==> src/hw/rtl/ird_pkg.sv <==
// Shared types and constants for the integer-to-radix-digits block.
// No dependencies; imported by ird_ctrl, ird_datapath and integer_to_radix_digits.
package ird_pkg;

    localparam int STEP_BITS     = 8;   // dividend bits retired per divide cycle
    localparam int DIGIT_W       = 4;   // one digit of a radix up to 16
    localparam int RADIX_W       = 5;
    localparam int CHAR_W        = 8;
    localparam int ALPHA_W       = 64;
    localparam int ALPHABET_SIZE = 16;
    localparam int CFG_DATA_W    = 64;
    localparam int CFG_INDEX_W   = 2;

    localparam logic [CHAR_W-1:0]  MINUS_CHAR       = 8'h2D;
    localparam logic [RADIX_W-1:0] RADIX_RESET      = 5'd10;
    localparam logic [ALPHA_W-1:0] ALPHA_LOW_RESET  = 64'h3736353433323130;
    localparam logic [ALPHA_W-1:0] ALPHA_HIGH_RESET = 64'h6665646362613938;

    typedef enum logic [CFG_INDEX_W-1:0] {
        CFG_RADIX      = 2'd0,
        CFG_ALPHA_LOW  = 2'd1,
        CFG_ALPHA_HIGH = 2'd2,
        CFG_UNUSED     = 2'd3
    } cfg_index_t;

    typedef enum logic [2:0] {
        ST_IDLE,
        ST_DIVIDE,
        ST_SIGN,
        ST_READ,
        ST_SHOW
    } state_t;

    typedef struct packed {
        logic start;       // capture input value
        logic div_step;    // run one divide cycle
        logic emit_init;   // point read index at most significant digit
        logic mem_read;    // read digit store into read register
        logic load_sign;   // load minus sign into output register
        logic load_digit;  // load alphabet character into output register
        logic idx_dec;     // step read index toward least significant digit
    } cmd_t;

    typedef struct packed {
        logic digit_start; // divider at first cycle of a digit
        logic mag_zero;
        logic cnt_zero;
        logic cnt_full;
        logic negative;
        logic idx_zero;
        logic out_free;    // output register can take a beat this cycle
    } status_t;

endpackage

==> src/hw/rtl/ird_ctrl.sv <==
// Controller state machine for the integer-to-radix-digits block.
// Depends on ird_pkg; drives ird_datapath through cmd_t, watches status_t.
module ird_ctrl (
    input  logic               clk,
    input  logic               rst_n,
    input  logic               in_valid,
    output logic               in_ready,
    input  ird_pkg::status_t   status,
    output ird_pkg::cmd_t      cmd
);
    import ird_pkg::*;

    state_t state_reg;
    state_t state_next;

    always_ff @(posedge clk or negedge rst_n)
    begin
        if (!rst_n)
        begin
            state_reg <= ST_IDLE;
        end
        else
        begin
            state_reg <= state_next;
        end
    end

    always_comb
    begin
        state_next = state_reg;
        cmd        = '0;
        in_ready   = 1'b0;
        case (state_reg)
            ST_IDLE:
            begin
                in_ready = 1'b1;
                if (in_valid)
                begin
                    cmd.start  = 1'b1;
                    state_next = ST_DIVIDE;
                end
            end
            ST_DIVIDE:
            begin
                // finish once the quotient is gone or the store is full
                if (status.digit_start &&
                    ((status.mag_zero && !status.cnt_zero) || status.cnt_full))
                begin
                    cmd.emit_init = 1'b1;
                    state_next    = status.negative ? ST_SIGN : ST_READ;
                end
                else
                begin
                    cmd.div_step = 1'b1;
                end
            end
            ST_SIGN:
            begin
                if (status.out_free)
                begin
                    cmd.load_sign = 1'b1;
                    state_next    = ST_READ;
                end
            end
            ST_READ:
            begin
                cmd.mem_read = 1'b1;
                state_next   = ST_SHOW;
            end
            ST_SHOW:
            begin
                if (status.out_free)
                begin
                    cmd.load_digit = 1'b1;
                    if (status.idx_zero)
                    begin
                        state_next = ST_IDLE;
                    end
                    else
                    begin
                        cmd.idx_dec = 1'b1;
                        state_next  = ST_READ;
                    end
                end
            end
            default:
            begin
                state_next = ST_IDLE;
            end
        endcase
    end

endmodule

==> src/hw/rtl/ird_datapath.sv <==
// Datapath: config registers, digit-serial divider, digit store and output register.
// Depends on ird_pkg; commanded by ird_ctrl.
module ird_datapath #(
    parameter int MAX_RADIX  = 16,
    parameter int MAX_DIGITS = 32,
    parameter int VALUE_BITS = 32
) (
    input  logic                               clk,
    input  logic                               rst_n,
    input  ird_pkg::cmd_t                      cmd,
    output ird_pkg::status_t                   status,
    input  logic signed [VALUE_BITS-1:0]       value,
    input  logic                               cfg_write,
    input  ird_pkg::cfg_index_t                cfg_index,
    input  logic [ird_pkg::CFG_DATA_W-1:0]     cfg_data,
    output logic                               out_valid,
    input  logic                               out_ready,
    output logic [ird_pkg::CHAR_W-1:0]         character,
    output logic                               last
);
    import ird_pkg::*;

    localparam int STEPS     = (VALUE_BITS + STEP_BITS - 1) / STEP_BITS;
    localparam int DIV_W     = STEPS * STEP_BITS;
    localparam int STEP_W    = (STEPS > 1) ? $clog2(STEPS) : 1;
    localparam int CNT_W     = $clog2(MAX_DIGITS + 1);
    localparam int ADDR_W    = $clog2(MAX_DIGITS);
    localparam int RADIX_CAP = (MAX_RADIX < ALPHABET_SIZE) ? MAX_RADIX : ALPHABET_SIZE;

    logic [RADIX_W-1:0]    radix_reg;
    logic [ALPHA_W-1:0]    alpha_low_reg;
    logic [ALPHA_W-1:0]    alpha_high_reg;
    logic [DIV_W-1:0]      mag_reg;
    logic [DIGIT_W-1:0]    rem_reg;
    logic [STEP_W-1:0]     step_reg;
    logic [CNT_W-1:0]      cnt_reg;
    logic [ADDR_W-1:0]     idx_reg;
    logic                  neg_reg;
    logic [DIGIT_W-1:0]    rd_data_reg;
    logic                  out_valid_reg;
    logic [CHAR_W-1:0]     char_reg;
    logic                  last_reg;
    logic [DIGIT_W-1:0]    digit_store [MAX_DIGITS];

    logic [RADIX_W-1:0]    radix_eff;
    logic [VALUE_BITS-1:0] value_u;
    logic [VALUE_BITS-1:0] magnitude;
    logic [DIGIT_W-1:0]    rem_next;
    logic [STEP_BITS-1:0]  quot_bits;
    logic                  step_last;
    logic [2*ALPHA_W-1:0]  alphabet;
    logic [CHAR_W-1:0]     digit_char;

    // clamp radix into 2 .. min(MAX_RADIX, 16)
    always_comb
    begin
        radix_eff = radix_reg;
        if (radix_eff < RADIX_W'(2))
        begin
            radix_eff = RADIX_W'(2);
        end
        if (radix_eff > RADIX_W'(RADIX_CAP))
        begin
            radix_eff = RADIX_W'(RADIX_CAP);
        end
    end

    assign value_u   = value;
    assign magnitude = value_u[VALUE_BITS-1] ? (~value_u + VALUE_BITS'(1)) : value_u;
    assign step_last = (step_reg == STEP_W'(STEPS - 1));

    // one divide cycle: STEP_BITS restoring steps on a narrow remainder
    always_comb
    begin
        logic [DIGIT_W-1:0]   r;
        logic [DIGIT_W:0]     t;
        logic [STEP_BITS-1:0] chunk;
        r     = (step_reg == '0) ? '0 : rem_reg;
        chunk = mag_reg[DIV_W-1 -: STEP_BITS];
        quot_bits = '0;
        for (int k = STEP_BITS - 1; k >= 0; k--)
        begin
            t = {r, chunk[k]};
            if (t >= radix_eff)
            begin
                t            = t - radix_eff;
                quot_bits[k] = 1'b1;
            end
            r = t[DIGIT_W-1:0];
        end
        rem_next = r;
    end

    always_ff @(posedge clk or negedge rst_n)
    begin
        if (!rst_n)
        begin
            radix_reg      <= RADIX_RESET;
            alpha_low_reg  <= ALPHA_LOW_RESET;
            alpha_high_reg <= ALPHA_HIGH_RESET;
        end
        else if (cfg_write)
        begin
            case (cfg_index)
                CFG_RADIX:      radix_reg      <= cfg_data[RADIX_W-1:0];
                CFG_ALPHA_LOW:  alpha_low_reg  <= cfg_data;
                CFG_ALPHA_HIGH: alpha_high_reg <= cfg_data;
                default:        ;
            endcase
        end
    end

    always_ff @(posedge clk or negedge rst_n)
    begin
        if (!rst_n)
        begin
            mag_reg  <= '0;
            rem_reg  <= '0;
            step_reg <= '0;
            cnt_reg  <= '0;
            idx_reg  <= '0;
            neg_reg  <= 1'b0;
        end
        else
        begin
            if (cmd.start)
            begin
                mag_reg  <= DIV_W'(magnitude);
                neg_reg  <= value_u[VALUE_BITS-1];
                cnt_reg  <= '0;
                step_reg <= '0;
            end
            else if (cmd.div_step)
            begin
                mag_reg <= (mag_reg << STEP_BITS) | DIV_W'(quot_bits);
                rem_reg <= rem_next;
                if (step_last)
                begin
                    step_reg <= '0;
                    cnt_reg  <= cnt_reg + CNT_W'(1);
                end
                else
                begin
                    step_reg <= step_reg + STEP_W'(1);
                end
            end
            if (cmd.emit_init)
            begin
                idx_reg <= ADDR_W'(cnt_reg - CNT_W'(1));
            end
            else if (cmd.idx_dec)
            begin
                idx_reg <= idx_reg - ADDR_W'(1);
            end
        end
    end

    // digit store, least significant digit at address 0
    always_ff @(posedge clk)
    begin
        if (cmd.div_step && step_last)
        begin
            digit_store[cnt_reg[ADDR_W-1:0]] <= rem_next;
        end
        if (cmd.mem_read)
        begin
            rd_data_reg <= digit_store[idx_reg];
        end
    end

    assign alphabet   = {alpha_high_reg, alpha_low_reg};
    assign digit_char = alphabet[{rd_data_reg, 3'b000} +: CHAR_W];

    always_ff @(posedge clk or negedge rst_n)
    begin
        if (!rst_n)
        begin
            out_valid_reg <= 1'b0;
        end
        else if (cmd.load_sign || cmd.load_digit)
        begin
            out_valid_reg <= 1'b1;
        end
        else if (out_ready)
        begin
            out_valid_reg <= 1'b0;
        end
    end

    always_ff @(posedge clk)
    begin
        if (cmd.load_sign)
        begin
            char_reg <= MINUS_CHAR;
            last_reg <= 1'b0;
        end
        else if (cmd.load_digit)
        begin
            char_reg <= digit_char;
            last_reg <= (idx_reg == '0);
        end
    end

    assign out_valid = out_valid_reg;
    assign character = char_reg;
    assign last      = last_reg;

    assign status.digit_start = (step_reg == '0);
    assign status.mag_zero    = (mag_reg == '0);
    assign status.cnt_zero    = (cnt_reg == '0);
    assign status.cnt_full    = (cnt_reg == CNT_W'(MAX_DIGITS));
    assign status.negative    = neg_reg;
    assign status.idx_zero    = (idx_reg == '0);
    assign status.out_free    = !out_valid_reg || out_ready;

`ifndef SYNTHESIS
    a_no_step_when_full : assert property (@(posedge clk) disable iff (!rst_n)
        cmd.div_step |-> !status.cnt_full)
        else $error("divide step with digit store full");

    a_load_only_when_free : assert property (@(posedge clk) disable iff (!rst_n)
        (cmd.load_sign || cmd.load_digit) |-> status.out_free)
        else $error("output register overwritten while holding a beat");

    a_read_within_count : assert property (@(posedge clk) disable iff (!rst_n)
        cmd.mem_read |-> (!status.cnt_zero && (CNT_W'(idx_reg) < cnt_reg)))
        else $error("digit store read beyond written digits");
`endif

endmodule

==> src/hw/rtl/integer_to_radix_digits.sv <==
// Top level of the integer-to-radix-digits block.
// Depends on ird_pkg; instantiates ird_ctrl and ird_datapath.
//
// Use:
//   Input channel (in_valid/in_ready/value) takes one signed integer per beat.
//   Output channel (out_valid/out_ready/character/last) gives its text, most
//   significant digit first, one character per beat; a negative number opens
//   with a minus sign. last marks the final character of each number.
//   Config port: cfg_write with cfg_index/cfg_data writes radix, low alphabet
//   word or high alphabet word; write only while the block is idle.
// Divider and emit sequence:
//   Each digit is computed in the divider, which retires eight dividend bits
//   per cycle; a final step closes the division. Each character then takes a
//   digit store read and an output load, the sign an output load only.
//   One number at a time.
//   The next number is accepted as soon as the final character sits in the
//   output register.
// Reset clears the controller and output valid and restores radix 10 and the
// alphabet "0123456789abcdef". A stalled receiver holds the output register
// and freezes the emit sequence; nothing is dropped.
module integer_to_radix_digits #(
    parameter int MAX_RADIX  = 16,
    parameter int MAX_DIGITS = 32,
    parameter int VALUE_BITS = 32
) (
    input  logic                               clk,
    input  logic                               rst_n,
    input  logic                               in_valid,
    output logic                               in_ready,
    input  logic signed [VALUE_BITS-1:0]       value,
    output logic                               out_valid,
    input  logic                               out_ready,
    output logic [ird_pkg::CHAR_W-1:0]         character,
    output logic                               last,
    input  logic                               cfg_write,
    input  ird_pkg::cfg_index_t                cfg_index,
    input  logic [ird_pkg::CFG_DATA_W-1:0]     cfg_data
);
    import ird_pkg::*;

    cmd_t    cmd;
    status_t status;

    // sequencer: accept, divide digit by digit, then emit sign and digits
    ird_ctrl u_ctrl (
        .clk      (clk),
        .rst_n    (rst_n),
        .in_valid (in_valid),
        .in_ready (in_ready),
        .status   (status),
        .cmd      (cmd)
    );

    // registers, divider, digit store and output beat register
    ird_datapath #(
        .MAX_RADIX  (MAX_RADIX),
        .MAX_DIGITS (MAX_DIGITS),
        .VALUE_BITS (VALUE_BITS)
    ) u_datapath (
        .clk       (clk),
        .rst_n     (rst_n),
        .cmd       (cmd),
        .status    (status),
        .value     (value),
        .cfg_write (cfg_write),
        .cfg_index (cfg_index),
        .cfg_data  (cfg_data),
        .out_valid (out_valid),
        .out_ready (out_ready),
        .character (character),
        .last      (last)
    );

endmodule
==> config.mk <==
export PLATFORM = sky130hd
export DESIGN_NAME = integer_to_radix_digits
export DESIGN_NICKNAME = d
export VERILOG_FILES = /design/src/hw/rtl/ird_pkg.sv /design/src/hw/rtl/ird_ctrl.sv /design/src/hw/rtl/ird_datapath.sv /design/src/hw/rtl/integer_to_radix_digits.sv
export SDC_FILE = /design/constraint.sdc
export NUM_CORES = 1
export LEC_CHECK = 0
export ABC_AREA = 1
export BUFFER_PORTS_ARGS = -buffer_cell sky130_fd_sc_hd__buf_2
export CORE_MARGIN = 8
export CORE_UTILIZATION = 55
export CTS_BUF_LIST = sky130_fd_sc_hd__clkbuf_8
export CTS_CLUSTER_DIAMETER = 200
export CTS_CLUSTER_SIZE = 25
export DETAILED_ROUTE_END_ITERATION = 10
export PLACE_DENSITY = 0.81
export SETUP_SLACK_MARGIN = 0.02
export SLEW_MARGIN = 15
export SYNTH_ARGS = -nofsm -noshare
export SYNTH_HDL_FRONTEND = slang
export SYNTH_SLANG_ARGS = --single-unit
export TNS_END_PERCENT = 50
==> constraint.sdc <==
create_clock -name clk -period 34.1 [get_ports clk]
set_input_delay 3.41 -clock clk [delete_from_list [all_inputs] [get_ports clk]]
set_output_delay 3.41 -clock clk [all_outputs]
set_load 0.005 [all_outputs]
* Word-level counts from Yosys, hierarchy flattened *
Memories as Yosys holds them, arrays and structs flattened. A register that Yosys moved wholly into a read port is not among the register bits.
Index checks and enable logic that the tools add are counted.

cells by class
  bitwise operators = 3
  eq/ne operators = 12
  shift operators = 1
  $add $sub $neg = 13
  mux-type cells = 53
  reductions and logical operators = 24
  $lt $le $gt $ge = 10

operator list
  operator                 count
  $shiftx A128 B8 Y8       1
  $mux W32                 3
  $ge A5 B5 Y1             8
  $mux W4                  9
  $add A32 B1 Y32 const B  1
  $logic_not A32 Y1        1
  $not A32 Y32             1
  $or A32 B8 Y32           1
  $sub A4 B4 Y4            8
  $mux W1                  22
  $mux W5                  4
  $mux W6                  3
  $pmux W3 S5              1
  $mux W2                  7
  $mux W3                  4
  $reduce_and A2 Y1        5
  $sub A5 B1 Y5 const B    2
  $reduce_bool A2 Y1       4
  $add A6 B1 Y6 const B    1
  $eq A3 B2 Y1 const B     2
  $eq A6 B6 Y1 const B     1
  $logic_not A6 Y1         1
  $ne A2 B2 Y1 const B     3
  $gt A5 B5 Y1 const B     1
  other kinds (15)         22

word-level totals
  output and inout bits = 11
  register bits after elaboration = 196
  bits of input ports = 103
  RAM bits = 128
  word-level logic and storage cells = 130
  memories kept = 1

memory list
  name                    depth  bits a word  read ports  clocked after memory_dff  write ports  RTL line            source
  u_datapath.digit_store  32     4            1           1                         1            ird_datapath.sv:43  logic [DIGIT_W-1:0] digit_store [MAX_DIGITS];

* Depth between registers and ports, before layout *
  depth in word-level cells = 23
  gate-level depth with buffers = 78
  depth with buffers taken out = 78

* Modules after synthesis *
From an unflattened synthesis, not the netlist that was laid out.

second synthesis, totals
  cells, all modules = 2043
  area total of the unflattened synthesis = 17296.6 µm²

by module, submodules not included
  module        cells each  seq. area each (µm²)  instances  area each (µm²)
  ird_datapath  1998        8821.0                1          17027.6
  ird_ctrl      45          75.1                  1          269.0

* Worst setup path before layout *
OpenSTA, ideal clock, no wires.

  kind = flip-flop to flip-flop
  start point = register u_datapath.radix_reg[3]
  end point = memory u_datapath.digit_store[0][0], data pin
  data arrival time = 11863 ps
  clock period less this slack = 12326 ps
  slack = 21774 ps
  data required time = 33636 ps
  stages on the path, launching flop included = 65
  path through = dfstp_2 > nor2_1 > o21ai_0 > inv_1 > fa_1 > o21a_1 > inv_1 > ha_1 > a21oi_1 > o21ai_1 > nand2_1 > nand3b_1 > a21oi_2 > nand2b_1 > nand2_1 > ha_1 > a21oi_1 > nand2_1 > (+29 left out) > inv_1 > nand2_1 > nand2_1 > inv_1 > ha_1 > a21oi_1 > o21ai_0 > nand2_1 > nand2_1 > a21oi_1 > o21ai_0 > ha_1 > nand3_1 > nand2_1 > nand2_1 > nand2_1 > a21oi_1 > o21ai_0

on the way
  cells in the longest elaborated chain, start to end = 20
  elaborated cells on any way between the ends = 28
  classes of those cells = 8 x add/sub; 10 x order compare; 10 x mux

RTL lines
  element                                               RTL line                                source
  start, declared                                       ird_datapath.sv:30                      logic [RADIX_W-1:0] radix_reg;
  start signal, assigned                                ird_datapath.sv:105                     CFG_RADIX: radix_reg <= cfg_data[RADIX_W-1:0];
  $lt A5 B2 Y1                                          ird_datapath.sv:58                      if (radix_eff < RADIX_W'(2))
  $mux W5 *                                             ird_datapath.sv:58
  $gt A5 B5 Y1                                          ird_datapath.sv:62                      if (radix_eff > RADIX_W'(RADIX_CAP))
  $mux W5 *                                             ird_datapath.sv:62
  $sub A4 B4 Y4 / $ge A5 B5 Y1 (equally long branches)  ird_datapath.sv:86, ird_datapath.sv:84
  $mux W4                                               ird_datapath.sv:84                      if (t >= radix_eff)
  $sub A4 B4 Y4 / $ge A5 B5 Y1 (equally long branches)  ird_datapath.sv:86, ird_datapath.sv:84
  $mux W4                                               ird_datapath.sv:84
  (+5 left out)                                         n/a
  $mux W4                                               ird_datapath.sv:84
  $sub A4 B4 Y4 / $ge A5 B5 Y1 (equally long branches)  ird_datapath.sv:86, ird_datapath.sv:84
  $mux W4                                               ird_datapath.sv:84
  $sub A4 B4 Y4 / $ge A5 B5 Y1 (equally long branches)  ird_datapath.sv:86, ird_datapath.sv:84
  $mux W4                                               ird_datapath.sv:84
  $ge A5 B5 Y1                                          ird_datapath.sv:84
  $mux W4 *                                             ird_datapath.sv:84
  named net u_datapath.rem_next[0]                      ird_datapath.sv:48                      logic [DIGIT_W-1:0] rem_next;
  end, declared                                         ird_datapath.sv:43

Mark *: on every way through the listed nets, which the timed path passes. The rest lies on a longest branch.

* Worst setup path in the final report *
  start point = register u_datapath.radix_reg[3]
  end point = memory u_datapath.digit_store[16][3], data pin

on the way
  cells in the longest elaborated chain, start to end = 20
  elaborated cells on any way between the ends = 28
  classes of those cells = 8 x add/sub; 10 x order compare; 10 x mux

RTL lines
  element                                               RTL line
  $lt A5 B2 Y1                                          ird_datapath.sv:58
  $mux W5 *                                             ird_datapath.sv:58
  $gt A5 B5 Y1                                          ird_datapath.sv:62
  $mux W5 *                                             ird_datapath.sv:62
  $sub A4 B4 Y4 / $ge A5 B5 Y1 (equally long branches)  ird_datapath.sv:86, ird_datapath.sv:84
  $mux W4                                               ird_datapath.sv:84
  $sub A4 B4 Y4 / $ge A5 B5 Y1 (equally long branches)  ird_datapath.sv:86, ird_datapath.sv:84
  $mux W4                                               ird_datapath.sv:84
  (+5 left out)                                         n/a
  $mux W4                                               ird_datapath.sv:84
  $sub A4 B4 Y4 / $ge A5 B5 Y1 (equally long branches)  ird_datapath.sv:86, ird_datapath.sv:84
  $mux W4                                               ird_datapath.sv:84
  $sub A4 B4 Y4 / $ge A5 B5 Y1 (equally long branches)  ird_datapath.sv:86, ird_datapath.sv:84
  $mux W4                                               ird_datapath.sv:84
  $sub A4 B4 Y4 / $ge A5 B5 Y1 (equally long branches)  ird_datapath.sv:86, ird_datapath.sv:84
  $mux W4 *                                             ird_datapath.sv:84
  named net u_datapath.rem_next[3]                      ird_datapath.sv:48

Marks and branches as above.

==> results_dict.tcl <==
set metrics [dict create \
    fillCellCount 2621 \
    cap_viol_max_count 0 \
    postSynthCellCount 1900 \
    mostFrequentLayoutCell "sky130_fd_sc_hd__nand2_1" \
    max-clock-path-buffers 3 \
    synth-seq-cells 328 \
    netlist-cell-type-count 52 \
    min_period_over_period_pct 39.6 \
    fp.dieArea_sq_mm 0.0363 \
    drt-initial-drc-count 1664 \
    global_route_wire_length_before_repair_um 68500 \
    height_of_the_chip_um 190 \
    tritoncts "built" \
    post_route_cell_area_sq_mm 0.0179 \
    async_flop_share_pct 57.0 \
    multi_input_area_sq_mm 0.00682 \
    worst_hold_startpoint "u_datapath.alpha_high_reg[51]" \
    port_buffers 113 \
    placed_area_sq_mm 0.0176 \
    areaGrowthSynthToFinish_pct 6.83 \
    synth_sequential_area_ratio_pct 53.1 \
    finalSetupTns_ns 0 \
    vias_per_cell 5.91 \
    ys.flop_type "sky130_fd_sc_hd__edfxtp_1" \
    synth-edff-count 132 \
    n_antenna_cell 0 \
    crit_fanout 32 \
    htree_levels 1 \
    seqCellArea_sq_mm 0.00890 \
    arrival_ns 13.70 \
    fin_skew_ns 0.0714 \
    cpMaxStageDelayCell "sky130_fd_sc_hd__and2_1" \
    worstSkewPairLatency_ns 0.57 \
    post_cts.resized_instances 0 \
    path_clk_slew_ns 0.17 \
    grt_max_degree 129 \
    synth_area_per_cell_sq_um 8.81 \
    remaining_drc_errors 0 \
    grt.total_usage_pct 22.9 \
    globalplace.congestion 0.916 \
    outcome "finished clean" \
    core_sq_mm 0.0303 \
    routed_wirelength_um 42500 \
    final_nets 2114 \
    post-cts-setup-buffer-count 0 \
    unrepaired_setup_endpoints_after_global_routing "no" \
    io-pin-count 114 \
    routed_length_per_placed_instance_um 18.0 \
    commonest_cells_after_routing_fill_and_taps_aside "351 x sky130_fd_sc_hd__nand2_1, 317 x sky130_fd_sc_hd__o21ai_0, 238 x sky130_fd_sc_hd__nor2_1, 192 x sky130_fd_sc_hd__inv_1, 132 x sky130_fd_sc_hd__edfxtp_1" \
    floorplan.rows 64 \
    post-route-min-period_ns 13.50 \
    via_count 14000 \
    antenna_found_initial 0 \
    yosys_warnings 0 \
    timing.setup.critical_path_class "flop to flop" \
    timing.critical_path.required_ns 34.30 \
    die_w_um 190 \
    r2r-start "u_datapath.radix_reg[3]" \
    largest_register_ffs 128 \
    max_slew.worst_pin.slew_ns 1.15 \
    maxSlewHeadroom_pct 22.9 \
    postCtsHoldBufs 0 \
    hold_viol 0 \
    sinks_on_the_clock_net 328 \
    drive_above_1_share_pct 11.6 \
    critPathLaunchType "flop" \
    critPathMaxStageDelay_ns 0.83 \
    clock_buffer_count_from_cts 17 \
    initial_standard_cell_utilization_of_the_core_pct 55.3 \
    class_of_the_worst_hold_path "flop to flop" \
    cp_num_buf_inv 11 \
    firstDrtPassIters 6 \
    number_of_global_route_vias_before_repair 13400 \
    crit_top_cell "sky130_fd_sc_hd__nand2_1" \
    drtAntennaViolNets 0 \
    setup_viol 0 \
    grt.overflow.total 0 \
    maxSlewViolCount 0 \
    syn-cell-area_sq_mm 0.0167 \
    crit_path_start "u_datapath.radix_reg[3]" \
    place.detailed.hpwl_um 29600 \
    worst_setup_path_end_kind "flop" \
    synth.net_count 2059 \
    cts_root_buffer "sky130_fd_sc_hd__clkbuf_8" \
    cpLargestDelayFamily "compound AO/OA/AOI/OAI gates" \
    achievable-frequency_ghz 0.0741 \
]
[final cells by class]
class                   count  area share (%)
clock buffers              17            1.31
clock inverters            12           0.399
inverters                 187            3.92
multi-input cells        1295            38.1
flip-flops and latches    328            49.7
well taps                 396            2.77
repair buffers            126            3.74
[metrics by stage]
step                      utilization [%]  std cells  setup WS [ns]  hold WS (ns)
after detailed placement             58.1       2332          20.84         0.467
final                                59.1       2361          20.60         0.496
after global placement               58.1       2332          21.62         0.448
after CTS                            59.1       2361          20.73         0.500
after global routing                 59.1       2361          19.11         0.508
after floorplan                         -       1900          21.77         0.442
[worst register-to-register path: cells and delay by family, from the launching register on]
family                   cells  cell delay, ns
AO/OA/AOI/OAI               16            4.55
AND/OR/NAND/NOR             37            4.15
adder cells (fa/ha/maj)      8            2.70
buffers and inverters       11            1.29
flip-flops                   1            0.42
[Yosys cell counts, types with 3 or more instances]
cell type	count	area, sq um
sky130_fd_sc_hd__inv_1	181	679
sky130_fd_sc_hd__nand3_1	80	400
sky130_fd_sc_hd__nand4_1	18	113
sky130_fd_sc_hd__a21oi_1	39	195
sky130_fd_sc_hd__clkbuf_1	76	285
sky130_fd_sc_hd__o21a_1	3	22.5
sky130_fd_sc_hd__o221ai_1	57	499
sky130_fd_sc_hd__o21bai_1	3	22.5
sky130_fd_sc_hd__buf_2	8	40.0
sky130_fd_sc_hd__fa_1	8	160
sky130_fd_sc_hd__ha_1	48	601
sky130_fd_sc_hd__a32o_1	3	30.0
sky130_fd_sc_hd__nand2_1	351	1320
sky130_fd_sc_hd__inv_2	4	15.0
sky130_fd_sc_hd__dfrtp_1	129	3230
sky130_fd_sc_hd__a21o_1	5	37.5
sky130_fd_sc_hd__dfstp_2	58	1520
sky130_fd_sc_hd__o211ai_1	22	165
sky130_fd_sc_hd__o21ai_0	319	1600
sky130_fd_sc_hd__nor3_1	12	60.1
sky130_fd_sc_hd__edfxtp_1	132	3960
sky130_fd_sc_hd__and2_1	4	25.0
sky130_fd_sc_hd__xor2_1	11	96.3
sky130_fd_sc_hd__xnor2_1	8	70.1
sky130_fd_sc_hd__buf_1	5	18.8
sky130_fd_sc_hd__o22ai_1	24	150
sky130_fd_sc_hd__a32oi_1	3	26.3
sky130_fd_sc_hd__a31oi_1	6	37.5
sky130_fd_sc_hd__nor2_1	238	893
sky130_fd_sc_hd__or2_2	5	31.3
sky130_fd_sc_hd__dfxtp_1	9	180
[layer usage]
layer | up-vias | global-route usage [%] | share of wire, %
met2 | 619 | 36.9 | 47
met1 | 6696 | 32.1 | 43
met4 | 0 | 6.47 | 2.6
li1 | 6568 | - | -
met3 | 70 | 2.91 | 7.8
met5 | - | 0 | 0
[path summary, 6_finish.rpt]
check / to / slack [ns] / cells after the start
setup / recovery: u_datapath.digit_store[16][3] / 20.60 / 72
hold / removal: u_datapath.alpha_high_reg[51] / 0.50 / 2
setup reg to reg: u_datapath.digit_store[16][3] / 20.60 / 72
hold reg to reg: u_datapath.alpha_high_reg[51] / 0.50 / 2
max in group asynchronous: u_datapath.alpha_low_reg[63] / 29.34 / 3
min in group asynchronous: u_datapath.alpha_high_reg[18] / 2.82 / 1
[logic make-up (layout without fill, tap and decap cells)]
group / count (synthesis) / after routing / synth area share, %
and+or+nand+nor: 724 / 724 / 17.9
DFF: 328 / 328 / 53.1
adders and majority gates: 56 / 56 / 4.54
AOI/OAI and AO/OA: 496 / 496 / 17.2
buffers and inverters: 277 / 342 / 6.31
xor gates and xnor gates: 19 / 19 / 0.994
Power is not shown: default switching activity piles up to over one toggle a cycle in this logic, so the estimate is an artifact.
